===== src/hdl/picture_reorder_buffer_assert.svh =====
// ----------------------------------------------------------------------------
// Picture reorder buffer assertion macros
// Shorthand for the clocked, reset-qualified checks used in the RTL.
// ----------------------------------------------------------------------------
`ifndef PICTURE_REORDER_BUFFER_ASSERT_SVH
`define PICTURE_REORDER_BUFFER_ASSERT_SVH

// Same-cycle implication, checked on every rising edge outside reset.
`define PRB_ASSERT_IMPL(label, ante, cons, msg) \
  label: assert property (@(posedge clk) disable iff (!rst_n) (ante) |-> (cons)) \
    else $error(msg);

// Next-cycle implication, checked on every rising edge outside reset.
`define PRB_ASSERT_NEXT(label, ante, cons, msg) \
  label: assert property (@(posedge clk) disable iff (!rst_n) (ante) |=> (cons)) \
    else $error(msg);

`endif


===== src/hdl/prb_pkg.sv =====
// ----------------------------------------------------------------------------
// Picture reorder buffer package
// Transaction types, sequencer states and fixed constants.
// ----------------------------------------------------------------------------
`default_nettype none

package prb_pkg;

  localparam int IDX_W    = 32;
  localparam int POC_W    = 32;
  localparam int MAXD_W   = 4;
  localparam int MAXD_CAP = 15;

  localparam logic KIND_ADD   = 1'b0;
  localparam logic KIND_FLUSH = 1'b1;

  typedef struct packed {
    logic                    kind;
    logic signed [POC_W-1:0] poc;
    logic                    is_idr;
  } in_item_t;

  typedef struct packed {
    logic        [IDX_W-1:0]  decode_index;
    logic        [IDX_W-1:0]  output_index;
    logic signed [IDX_W-1:0]  order_shift;
    logic        [MAXD_W-1:0] reorder_depth;
    logic                     last;
  } out_item_t;

  // One held picture as stored in the buffer memory.
  typedef struct packed {
    logic        [IDX_W-1:0] dec;
    logic signed [POC_W-1:0] poc;
  } entry_t;

  typedef enum logic [2:0] {
    ST_IDLE,
    ST_SCAN,
    ST_EMIT,
    ST_SHIFT,
    ST_ADD
  } state_t;

endpackage

`default_nettype wire


===== src/hdl/prb_ram.sv =====
// ----------------------------------------------------------------------------
// Picture reorder buffer RAM
// Generic single-write, single-read memory with registered read data.
// ----------------------------------------------------------------------------
`default_nettype none

module prb_ram #(
  parameter  int WIDTH  = 64,
  parameter  int DEPTH  = 16,
  localparam int ADDR_W = (DEPTH > 1) ? $clog2(DEPTH) : 1
) (
  input  wire logic              clk,
  input  wire logic              wr_en,
  input  wire logic [ADDR_W-1:0] wr_addr,
  input  wire logic [WIDTH-1:0]  wr_data,
  input  wire logic [ADDR_W-1:0] rd_addr,
  output logic      [WIDTH-1:0]  rd_data
);

  logic [WIDTH-1:0] mem_r [DEPTH];

  always_ff @(posedge clk) begin
    if (wr_en) begin
      mem_r[wr_addr] <= wr_data;
    end
    rd_data <= mem_r[rd_addr];
  end

endmodule

`default_nettype wire


===== src/hdl/prb_min_unit.sv =====
// ----------------------------------------------------------------------------
// Picture reorder buffer minimum tracker
// Shared signed compare unit that keeps the lowest POC seen during a scan.
// ----------------------------------------------------------------------------
`default_nettype none

module prb_min_unit
  import prb_pkg::*;
#(
  parameter  int DEPTH = 16,
  localparam int AW    = $clog2(DEPTH)
) (
  input  wire logic                    clk,
  input  wire logic                    cmp_en,
  input  wire logic                    cmp_first,
  input  wire logic [AW-1:0]           cand_pos,
  input  wire logic signed [POC_W-1:0] cand_poc,
  input  wire logic [IDX_W-1:0]        cand_dec,
  output logic      [AW-1:0]           best_pos,
  output logic      [IDX_W-1:0]        best_dec
);

  logic signed [POC_W-1:0] best_poc_r;
  logic [AW-1:0]           best_pos_r;
  logic [IDX_W-1:0]        best_dec_r;
  logic                    take;

  // Strictly lower wins, so the earliest position keeps a tie.
  assign take = cmp_first || (cand_poc < best_poc_r);

  always_ff @(posedge clk) begin
    if (cmp_en && take) begin
      best_poc_r <= cand_poc;
      best_pos_r <= cand_pos;
      best_dec_r <= cand_dec;
    end
  end

  assign best_pos = best_pos_r;
  assign best_dec = best_dec_r;

endmodule

`default_nettype wire


===== src/hdl/picture_reorder_buffer.sv =====
// ----------------------------------------------------------------------------
// Picture reorder buffer
// Holds decoded pictures and bumps them out in picture order count order.
// ----------------------------------------------------------------------------
// Each input transaction either adds a decoded picture (optionally an IDR,
// which drains the buffer first) or flushes the buffer. Pictures are kept
// oldest first in a small RAM; a bump scans the held entries through one
// shared signed comparator, reports the lowest POC (earliest on ties) as one
// output transaction, then closes the gap by moving the later entries down
// one slot at a time. A bump runs the scan, then loads the result register
// (waiting while the previous result is still stalled), then shifts; no
// entry moves when the newest entry is the one bumped. A plain add writes
// the new picture, and an add that fills the buffer then bumps one picture.
// A drain repeats the bump for every held picture. The input is stalled
// for the whole item; the result register lets the next item start while
// the last result is still waiting to be taken.
// ----------------------------------------------------------------------------
`default_nettype none

`include "picture_reorder_buffer_assert.svh"

module picture_reorder_buffer
  import prb_pkg::*;
#(
  parameter  int DEPTH = 16,
  localparam int AW    = $clog2(DEPTH),
  localparam int CW    = $clog2(DEPTH + 1)
) (
  input  wire logic      clk,
  input  wire logic      rst_n,
  input  wire logic      in_valid,
  output logic           in_stall,
  input  wire in_item_t  in_data,
  output logic           out_valid,
  input  wire logic      out_stall,
  output out_item_t      out_data
);

  localparam int PW = (AW > MAXD_W) ? AW : MAXD_W;
  localparam logic [CW-1:0] LAST_SLOT = CW'(DEPTH - 1);
  localparam logic [CW-1:0] FULL      = CW'(DEPTH);
  localparam logic [CW-1:0] ONE       = CW'(1);

  state_t            state_r, state_nxt;
  in_item_t          item_r, item_nxt;
  logic              drain_r, drain_nxt;
  logic [CW-1:0]     fill_r, fill_nxt;
  logic [IDX_W-1:0]  next_dec_r, next_dec_nxt;
  logic [IDX_W-1:0]  next_out_r, next_out_nxt;
  logic [MAXD_W-1:0] max_depth_r, max_depth_nxt;
  logic [CW-1:0]     idx_r, idx_nxt;
  logic              pend_r, pend_nxt;
  logic [AW-1:0]     wa_r, wa_nxt;
  logic              out_valid_r, out_valid_nxt;
  out_item_t         out_data_r, out_data_nxt;

  logic          in_fire;
  logic          out_free;
  logic          ram_we;
  logic [AW-1:0] ram_wa;
  entry_t        ram_wd;
  logic [AW-1:0] ram_ra;
  entry_t        ram_rd;
  logic [$bits(entry_t)-1:0] ram_rd_bits;

  logic          cmp_en;
  logic          cmp_first;
  logic [AW-1:0] cand_pos;
  logic [AW-1:0] best_pos;
  logic [IDX_W-1:0] best_dec;

  logic [PW-1:0]     pos_ext;
  logic [MAXD_W-1:0] bump_depth;
  logic              scan_done;
  logic              shift_more;
  logic              need_drain;

  // --------------------------------------------------------------------------
  // Storage and the shared compare unit.
  // --------------------------------------------------------------------------
  prb_ram #(
    .WIDTH ($bits(entry_t)),
    .DEPTH (DEPTH)
  ) u_store (
    .clk     (clk),
    .wr_en   (ram_we),
    .wr_addr (ram_wa),
    .wr_data (ram_wd),
    .rd_addr (ram_ra),
    .rd_data (ram_rd_bits)
  );

  assign ram_rd = entry_t'(ram_rd_bits);

  prb_min_unit #(
    .DEPTH (DEPTH)
  ) u_min (
    .clk       (clk),
    .cmp_en    (cmp_en),
    .cmp_first (cmp_first),
    .cand_pos  (cand_pos),
    .cand_poc  (ram_rd.poc),
    .cand_dec  (ram_rd.dec),
    .best_pos  (best_pos),
    .best_dec  (best_dec)
  );

  // --------------------------------------------------------------------------
  // Handshake and shared decode terms.
  // --------------------------------------------------------------------------
  assign in_stall  = (state_r != ST_IDLE);
  assign in_fire   = in_valid && !in_stall;
  assign out_free  = !out_valid_r || !out_stall;
  assign out_valid = out_valid_r;
  assign out_data  = out_data_r;

  // The scan has seen every entry once the counter reaches the fill level;
  // the compare for the last entry happens in that same cycle.
  assign scan_done  = (idx_r == fill_r);
  assign shift_more = (idx_r < fill_r);
  assign need_drain = (in_data.kind == KIND_FLUSH) || in_data.is_idr;

  // Running maximum of the bump position, saturated to the field width.
  assign pos_ext = PW'(best_pos);
  always_comb begin
    bump_depth = max_depth_r;
    if (pos_ext > PW'(max_depth_r)) begin
      if (pos_ext > PW'(MAXD_CAP)) begin
        bump_depth = MAXD_W'(MAXD_CAP);
      end else begin
        bump_depth = pos_ext[MAXD_W-1:0];
      end
    end
  end

  // --------------------------------------------------------------------------
  // Sequencer next state.
  // --------------------------------------------------------------------------
  always_comb begin
    state_nxt = state_r;
    case (state_r)
      ST_IDLE: begin
        if (in_fire) begin
          if (need_drain && (fill_r != '0)) begin
            state_nxt = ST_SCAN;
          end else if (in_data.kind == KIND_ADD) begin
            state_nxt = ST_ADD;
          end
        end
      end
      ST_SCAN: begin
        if (scan_done) begin
          state_nxt = ST_EMIT;
        end
      end
      ST_EMIT: begin
        if (out_free) begin
          state_nxt = ST_SHIFT;
        end
      end
      ST_SHIFT: begin
        if (!shift_more && !pend_r) begin
          if (drain_r && (fill_r != ONE)) begin
            state_nxt = ST_SCAN;
          end else if (drain_r && (item_r.kind == KIND_ADD)) begin
            state_nxt = ST_ADD;
          end else begin
            state_nxt = ST_IDLE;
          end
        end
      end
      ST_ADD: begin
        if (fill_r >= LAST_SLOT) begin
          state_nxt = ST_SCAN;
        end else begin
          state_nxt = ST_IDLE;
        end
      end
      default: begin
        state_nxt = ST_IDLE;
      end
    endcase
  end

  // --------------------------------------------------------------------------
  // Sequencer outputs and datapath updates.
  // --------------------------------------------------------------------------
  always_comb begin
    item_nxt      = item_r;
    drain_nxt     = drain_r;
    fill_nxt      = fill_r;
    next_dec_nxt  = next_dec_r;
    next_out_nxt  = next_out_r;
    max_depth_nxt = max_depth_r;
    idx_nxt       = idx_r;
    pend_nxt      = 1'b0;
    wa_nxt        = wa_r;
    out_valid_nxt = out_valid_r && out_stall;
    out_data_nxt  = out_data_r;
    ram_we        = 1'b0;
    ram_wa        = wa_r;
    ram_wd        = ram_rd;
    ram_ra        = idx_r[AW-1:0];
    cmp_en        = 1'b0;
    cmp_first     = 1'b0;
    cand_pos      = AW'(idx_r - ONE);

    case (state_r)
      ST_IDLE: begin
        if (in_fire) begin
          item_nxt  = in_data;
          drain_nxt = need_drain && (fill_r != '0);
          idx_nxt   = '0;
        end
      end
      ST_SCAN: begin
        // Address idx goes out now; the data of idx - 1 is compared.
        idx_nxt   = idx_r + ONE;
        cmp_en    = (idx_r != '0);
        cmp_first = (idx_r == ONE);
      end
      ST_EMIT: begin
        if (out_free) begin
          out_valid_nxt              = 1'b1;
          out_data_nxt.decode_index  = best_dec;
          out_data_nxt.output_index  = next_out_r;
          out_data_nxt.order_shift   = next_out_r - best_dec;
          out_data_nxt.reorder_depth = bump_depth;
          // A drain ends with its final bump; an add bumps at most once.
          out_data_nxt.last          = !drain_r || (fill_r == ONE);
          next_out_nxt               = next_out_r + 1'b1;
          max_depth_nxt              = bump_depth;
          idx_nxt                    = CW'(best_pos) + ONE;
        end
      end
      ST_SHIFT: begin
        // Read entry idx and write it one slot lower on the next cycle.
        if (shift_more) begin
          idx_nxt  = idx_r + ONE;
          pend_nxt = 1'b1;
          wa_nxt   = AW'(idx_r - ONE);
        end
        if (pend_r) begin
          ram_we = 1'b1;
        end
        if (!shift_more && !pend_r) begin
          fill_nxt = fill_r - ONE;
          idx_nxt  = '0;
          if (fill_r == ONE) begin
            drain_nxt = 1'b0;
          end
        end
      end
      ST_ADD: begin
        ram_we       = 1'b1;
        ram_wa       = fill_r[AW-1:0];
        ram_wd.dec   = next_dec_r;
        ram_wd.poc   = item_r.poc;
        fill_nxt     = fill_r + ONE;
        next_dec_nxt = next_dec_r + 1'b1;
        drain_nxt    = 1'b0;
        idx_nxt      = '0;
      end
      default: begin
        idx_nxt = '0;
      end
    endcase
  end

  // --------------------------------------------------------------------------
  // Registers.
  // --------------------------------------------------------------------------
  always_ff @(posedge clk) begin
    if (!rst_n) begin
      state_r     <= ST_IDLE;
      drain_r     <= 1'b0;
      fill_r      <= '0;
      next_dec_r  <= '0;
      next_out_r  <= '0;
      max_depth_r <= '0;
      idx_r       <= '0;
      pend_r      <= 1'b0;
      out_valid_r <= 1'b0;
    end else begin
      state_r     <= state_nxt;
      drain_r     <= drain_nxt;
      fill_r      <= fill_nxt;
      next_dec_r  <= next_dec_nxt;
      next_out_r  <= next_out_nxt;
      max_depth_r <= max_depth_nxt;
      idx_r       <= idx_nxt;
      pend_r      <= pend_nxt;
      out_valid_r <= out_valid_nxt;
    end
  end

  always_ff @(posedge clk) begin
    item_r     <= item_nxt;
    wa_r       <= wa_nxt;
    out_data_r <= out_data_nxt;
  end

  // --------------------------------------------------------------------------
  // Assertions.
  // --------------------------------------------------------------------------
  `PRB_ASSERT_IMPL(a_idle_room, state_r == ST_IDLE, fill_r < FULL, "buffer full while idle")
  `PRB_ASSERT_IMPL(a_emit_nonempty, state_r == ST_EMIT, fill_r != '0, "bump from empty buffer")
  `PRB_ASSERT_IMPL(a_write_in_range, ram_we, CW'(ram_wa) <= fill_r, "write beyond fill level")
  `PRB_ASSERT_IMPL(a_depth_mono, $past(rst_n), max_depth_r >= $past(max_depth_r), "depth shrank")

endmodule

`default_nettype wire

===== config.mk =====
export PLATFORM = sky130hd
export DESIGN_NAME = picture_reorder_buffer
export DESIGN_NICKNAME = d
export VERILOG_FILES = /design/src/hdl/prb_pkg.sv /design/src/hdl/prb_ram.sv /design/src/hdl/prb_min_unit.sv /design/src/hdl/picture_reorder_buffer.sv
export VERILOG_INCLUDE_DIRS = /design/src /design/src/hdl
export SDC_FILE = /design/constraint.sdc
export NUM_CORES = 2
export LEC_CHECK = 0
export BUFFER_PORTS_ARGS = -buffer_cell sky130_fd_sc_hd__buf_4
export CORE_MARGIN = 4
export CORE_UTILIZATION = 50
export DETAILED_ROUTE_END_ITERATION = 10
export PLACE_DENSITY = 0.74
export SLEW_MARGIN = 20
export SYNTH_ARGS = -nofsm -noshare
export SYNTH_HDL_FRONTEND = slang
export SYNTH_SLANG_ARGS = --single-unit

===== constraint.sdc =====
create_clock -name clk -period 17.6 [get_ports clk]
set_input_delay 1.76 -clock clk [delete_from_list [all_inputs] [get_ports clk]]
set_output_delay 1.76 -clock clk [all_outputs]
set_load 0.01 [all_outputs]

* After elaboration in Yosys (flattened, before gate mapping)
Memory sizes are Yosys's and may differ from the RTL's. A register that Yosys moved wholly into a read port is not among the register bits.
Cells that the tools add are included.
** Word-level totals
- Memory bits (writable) :: 1024
- Output and inout port bits :: 103
- Memories kept :: 1
- Bits of input ports :: 38
- Register bits :: 290
** Cells by class
- Bitwise logic cells :: 1
- Multiplexer cells :: 34
- Add/sub/neg operators :: 8
- Equal/unequal tests :: 15
- Order comparisons :: 5
- Reductions and logical operators :: 31
** Memory list
- u_store.mem_r :: words 16, width 64, rd ports 1, clocked after memory_dff 1, wr ports 1, RTL line prb_ram.sv:20 : logic [WIDTH-1:0] mem_r [DEPTH];
** Operator list (number)
- 32-bit by 1-bit adder with 32-bit output (second input constant) :: 2
- 64-bit two-way mux :: 1
- 32-bit less-than comparator :: 1
- 32-bit subtractor :: 1
- 5-bit two-way mux :: 5
- 3-bit two-way mux :: 8
- 5-bit case mux with 4 select lines :: 1
- 3-bit case mux with 5 select lines :: 1
- 1-bit two-way mux :: 12
- 4-bit two-way mux :: 3
- 5-bit by 1-bit adder with 5-bit output (second input constant) :: 2
- 5-bit by 1-bit equality test with 1-bit output (second input constant) :: 2
- 2-bit inequality test (second input constant) :: 5
- 5-bit case mux with 2 select lines :: 1
- 2-bit AND reduction :: 5
- 5-bit nonzero test :: 2
- 1-bit logical AND :: 7
- 3-bit by 2-bit equality test with 1-bit output (second input constant) :: 2
- 1-bit zero test :: 6
- 3-bit inequality test (second input constant) :: 2
- 3-bit nonzero test :: 2
- 4-bit by 1-bit adder with 5-bit output (second input constant) :: 1
- 5-bit equality test :: 1
- 5-bit by 4-bit greater-or-equal comparator with 1-bit output (second input constant) :: 1
- other kinds (17) :: 20

* Depth between registers and ports, before layout
- Depth in word-level cells :: 6
- Mapped depth :: 12
- Gate-level depth less buffers :: 10

* Hierarchy
A second synthesis with hierarchy kept.
** Second synthesis, totals
- Cells, all modules :: 2983
- Area, all modules :: 53677.7 um^2
** Modules (own cells, without submodules)
- prb_ram :: area an instance 39581.7 um^2, sequential area each 32030.7 um^2, instances 1, cells each 1647
- picture_reorder_buffer :: area an instance 11230.8 um^2, sequential area each 5825.6 um^2, instances 1, cells each 1152
- prb_min_unit :: area an instance 2865.2 um^2, sequential area each 2042.0 um^2, instances 1, cells each 184

* Least setup slack after synthesis
OpenSTA, ideal clock, no wires.
- Kind :: reg-to-reg
- Start point :: register idx_r[0]
- End point :: register u_min.best_dec_r[0] (netlist: u_min.best_dec[0]), enable pin
- Cell stages (with the launch flop) :: 8
- Path buffers :: 3
- Clock period less this slack :: 5852 ps
- Required time :: 17065 ps
- Path slack :: 11748 ps
- Library setup time :: 535 ps
- Arrival :: 5317 ps
- Path through :: dfxtp_1 buf_2 clkbuf_1 buf_1 inv_1 ha_1 a221o_1 a31oi_1
** On the way
- Word-level cells in the longest chain between the ends :: 4
- Elaborated cells between the ends (all ways) :: 6
- Those cells by class :: 1 x eq/ne; 2 x mux; 3 x reduce/logical
** Ends and longest elaborated chain
- start, declared :: RTL line picture_reorder_buffer.sv:51 : logic [CW-1:0] idx_r, idx_nxt;
- start signal, assigned :: RTL line picture_reorder_buffer.sv:291 : idx_r <= idx_nxt;
- 5-bit by 1-bit equality test with 1-bit output :: RTL line picture_reorder_buffer.sv:220 : cmp_first = (idx_r == ONE);
- 1-bit two-way mux :: RTL line picture_reorder_buffer.sv:208 : case (state_r)
- 1-bit logical OR :: RTL line prb_min_unit.sv:29 : assign take = cmp_first || (cand_poc < best_poc_r);
- 1-bit logical AND * :: RTL line prb_min_unit.sv:32 : if (cmp_en && take) begin
- end signal, assigned :: RTL line prb_min_unit.sv:35 : best_dec_r <= cand_dec;
- end, declared :: RTL line prb_min_unit.sv:25 : logic [IDX_W-1:0] best_dec_r;
Every way passes the cells marked *; elsewhere a longest branch is shown, timed or not.
A chain may end at the register's enable or synchronous reset.

* Worst setup path after layout
- Start point :: register state_r[0]
- End point :: memory u_store.mem_r[11][28], enable pin
** On the way
- Word-level cells in the longest chain between the ends :: 4
- Elaborated cells between the ends (all ways) :: 6
- Those cells by class :: 2 x eq/ne; 4 x mux
** Ends and longest elaborated chain
- start, declared :: RTL line picture_reorder_buffer.sv:44 : state_t state_r, state_nxt;
- start signal, assigned :: RTL line picture_reorder_buffer.sv:285 : state_r <= state_nxt;
- 3-bit equality test or 3-bit by 2-bit equality test with 1-bit output (tied branches) :: RTL line picture_reorder_buffer.sv:208
- 1-bit case mux with 2 select lines :: RTL line picture_reorder_buffer.sv:208
- 1-bit two-way mux :: RTL line prb_ram.sv:23 : if (wr_en) begin
- 1-bit two-way mux (not written as such) :: RTL line prb_ram.sv:24 : mem_r[wr_addr] <= wr_data;
- end, declared :: RTL line prb_ram.sv:20
Parallel ways exist; a longest one is shown, timed or not.

==> run metrics <==
status=finished, final reports clean; Reg power frac=51.3%; TritonCTS clock tree=done; initial antenna violation count=1; nets@finish=3138; initial DRC count=3216; combinational power share=12.0%; DRT Pass-1 Iters=5; minimum hold slack=0.433 ns; fillcell total=7605; clock period minus worst slack=3.84 ns; Final Hold Viols=0; Data arrival, critical path=4.20 ns; post-synth net total=2936; Worst Path Buf+Inv=1; final setup fails=0; Final Cell Area=61100 sq um; LEAKAGE=20.1 nW; Critical-path top delay cell=nor2_4; syn avg cell area=19.1 sq um; Worst VDD drop=0.0000958 V; max-cap viol count=0; CP endpoint kind=flip-flop; CTS clk-pin slew, worst paths=0.06 ns; post-CTS sizing=0; Die H=336 um; Final ANT Viol Nets=0; internal power=0.00608 W; Worst Hold Class=reg -> reg; clock buffer depth=3; Total GRT Usage=21.4%; setup tns final=0 ns; I/O Pins=141; vias in the first global route=28200; Yosys top cell by area=edfxtp_1; number of synthesized flops with an enable pin=1230; clk sink count=1378; commonest non-fill, non-tap cell in the layout=edfxtp_1; CTS root buffer=clkbuf_16; post-synthesis sequential area ratio=74.3%; detailed placer's ending HPWL=65900 um; antenna cells=0; CTS H-tree depth=4; Final Max Tran Viols=0; Avg WL per Cell=26.3 um; worst-path cell chain=nor2_1, and2_4, a31oi_1, nor2_4, buf_4; critical-path maximum fanout=42; clock share of power=36.7%; Yosys reg bits=1378; drt total wl=119000 um; clk_lat worst skew=0.75 ns; largest net degree at the start of global routing=114; Die Wd=336 um; period utilisation layout=21.8%; Via Count=27200; Cell variety after synth=73; hold buffer count at CTS=0; CTS buffer count=135; critical path type=reg -> reg; Slew headroom=27.4%; fmax=261 MHz; clock skew=0.0317 ns; Main synth FF type=edfxtp_1; Site Rows=119; Starting Density=50.7%; first-pass GRT wire length=181000 um; synth warn=0; switching portion of total power=24.3%; via/cell ratio=6.02; placed inst area=56500 sq um; worst path required time=17.96 ns; die area=113000 sq um; RSZ-0062 raised after global routing=false; area of the mapped netlist=53700 sq um; share of layout cells above drive strength 1=24.1%; area delta synth->final=13.8%; Setup Buffers After CTS=0; PD cells=131 nW/um^2; ranking of synthesized cells by area=edfxtp_1, mux4_2, dfxtp_1; Yosys top cell area share=68.8%; GRT overflow=0; delay-heaviest family, CP=simple AND/OR/NAND/NOR gates; GPL Wtd Cong=1.03; Gate Count Post-Synth=2815; most frequent cells in the layout=edfxtp_1, mux4_2, nand2_1; DRC errors left=0; Sw Pwr=0.00196 W; slowest stage delay, CP=0.87 ns; Worst Tran Pin Value=1.08 ns; crit start category=flip-flop; core area=106000 sq um; Port Buf Inserts=140; Async SR Flop Fraction=0%
-- power groups by stage --
| stage | clock network (W) | logic, W | registers, W |
|---|---|---|---|
| 6_report | 0.00295 | 0.000961 | 0.00412 |
| 4_1_cts | 0.00300 | 0.000960 | 0.00413 |
| 2_1_floorplan | 0 | 0.000563 | 0.00417 |
| 5_1_grt | 0.00316 | 0.00104 | 0.00414 |
| 3_5_place_dp | 0 | 0.000953 | 0.00419 |
| 3_3_place_gp | 0 | 0.000906 | 0.00418 |
-- cell usage after synthesis (all sizes together) (22+ instances only) --
cell / count
a21oi: 55
and2: 60
buf: 30
clkbuf: 82
dfxtp: 148
edfxtp: 1230
ha: 82
inv: 88
mux4: 320
nand2: 273
nand3: 38
nand4: 22
nor2: 60
o21ai: 38
xnor2: 71
-- routing by layer --
metal	global-route usage, %	vias up	wire [um]
met1	30.1	14100	47600
met5	0	-	13
met3	3.81	203	9720
met4	5.78	2	2520
li1	-	11600	-
met2	35.2	1331	59100
-- cell families after synthesis --
family          count (synthesis)  share of synthesized area, %
compound gates                192                          2.30
xor+xnor                       92                          1.50
fa+ha+maj                      83                          1.95
buf+inv                       200                          1.48
flops                        1378                          74.3
mux                           324                          13.5
simple gates                  546                          4.98
-- path summary, 6_finish.rpt --
| kind | start | to | slack (ns) | depth (start not counted) |
|---|---|---|---|---|
| setup / recovery | state_r[0]$_SDFFE_PN0P_ | u_store.mem_r[11][28]$_DFFE_PP_ | 13.76 | 5 |
| hold / removal | u_store.rd_data[61]$_DFF_P_ | u_min.best_dec[29]$_DFFE_PP_ | 0.43 | 0 |
| setup reg to reg | state_r[0]$_SDFFE_PN0P_ | u_store.mem_r[11][28]$_DFFE_PP_ | 13.76 | 5 |
| hold reg to reg | u_store.rd_data[61]$_DFF_P_ | u_min.best_dec[29]$_DFFE_PP_ | 0.43 | 0 |
-- stage by stage --
step	util (%)	setup WS, ns	power (W)	instances
after floorplan	-	11.75	0.00473	2815
after global placement	53.3	13.54	0.00509	4270
after detailed placement	53.3	13.51	0.00515	4270
after CTS	57.6	13.50	0.00809	4518
after global routing	57.6	13.62	0.00834	4519
final	57.6	13.76	0.00803	4519
-- sequential cells by signal, indices dropped and copies added (netlist names), 4 cells and up --
register / flops
u_min.best_poc_r: 32
next_dec_r: 32
u_store.mem_r: 1024
u_store.rd_data: 64
idx_r: 5
u_min.best_dec: 32
out_data: 101
wa_r: 4
item_r: 33
u_min.best_pos: 4
max_depth_r: 4
next_out_r: 32
fill_r: 5
-- cell type report --
class	count	area, sq um	share of cell area (%)
repair buffers	177	1380	2.25
clock inverters	71	888	1.45
well taps	1391	1740	2.85
clock buffers	177	3690	6.03
inverters	88	333	0.545
multi-input cells	1237	13200	21.5
flip-flops and latches	1378	39900	65.3
Power figures use the tool's default switching activity.
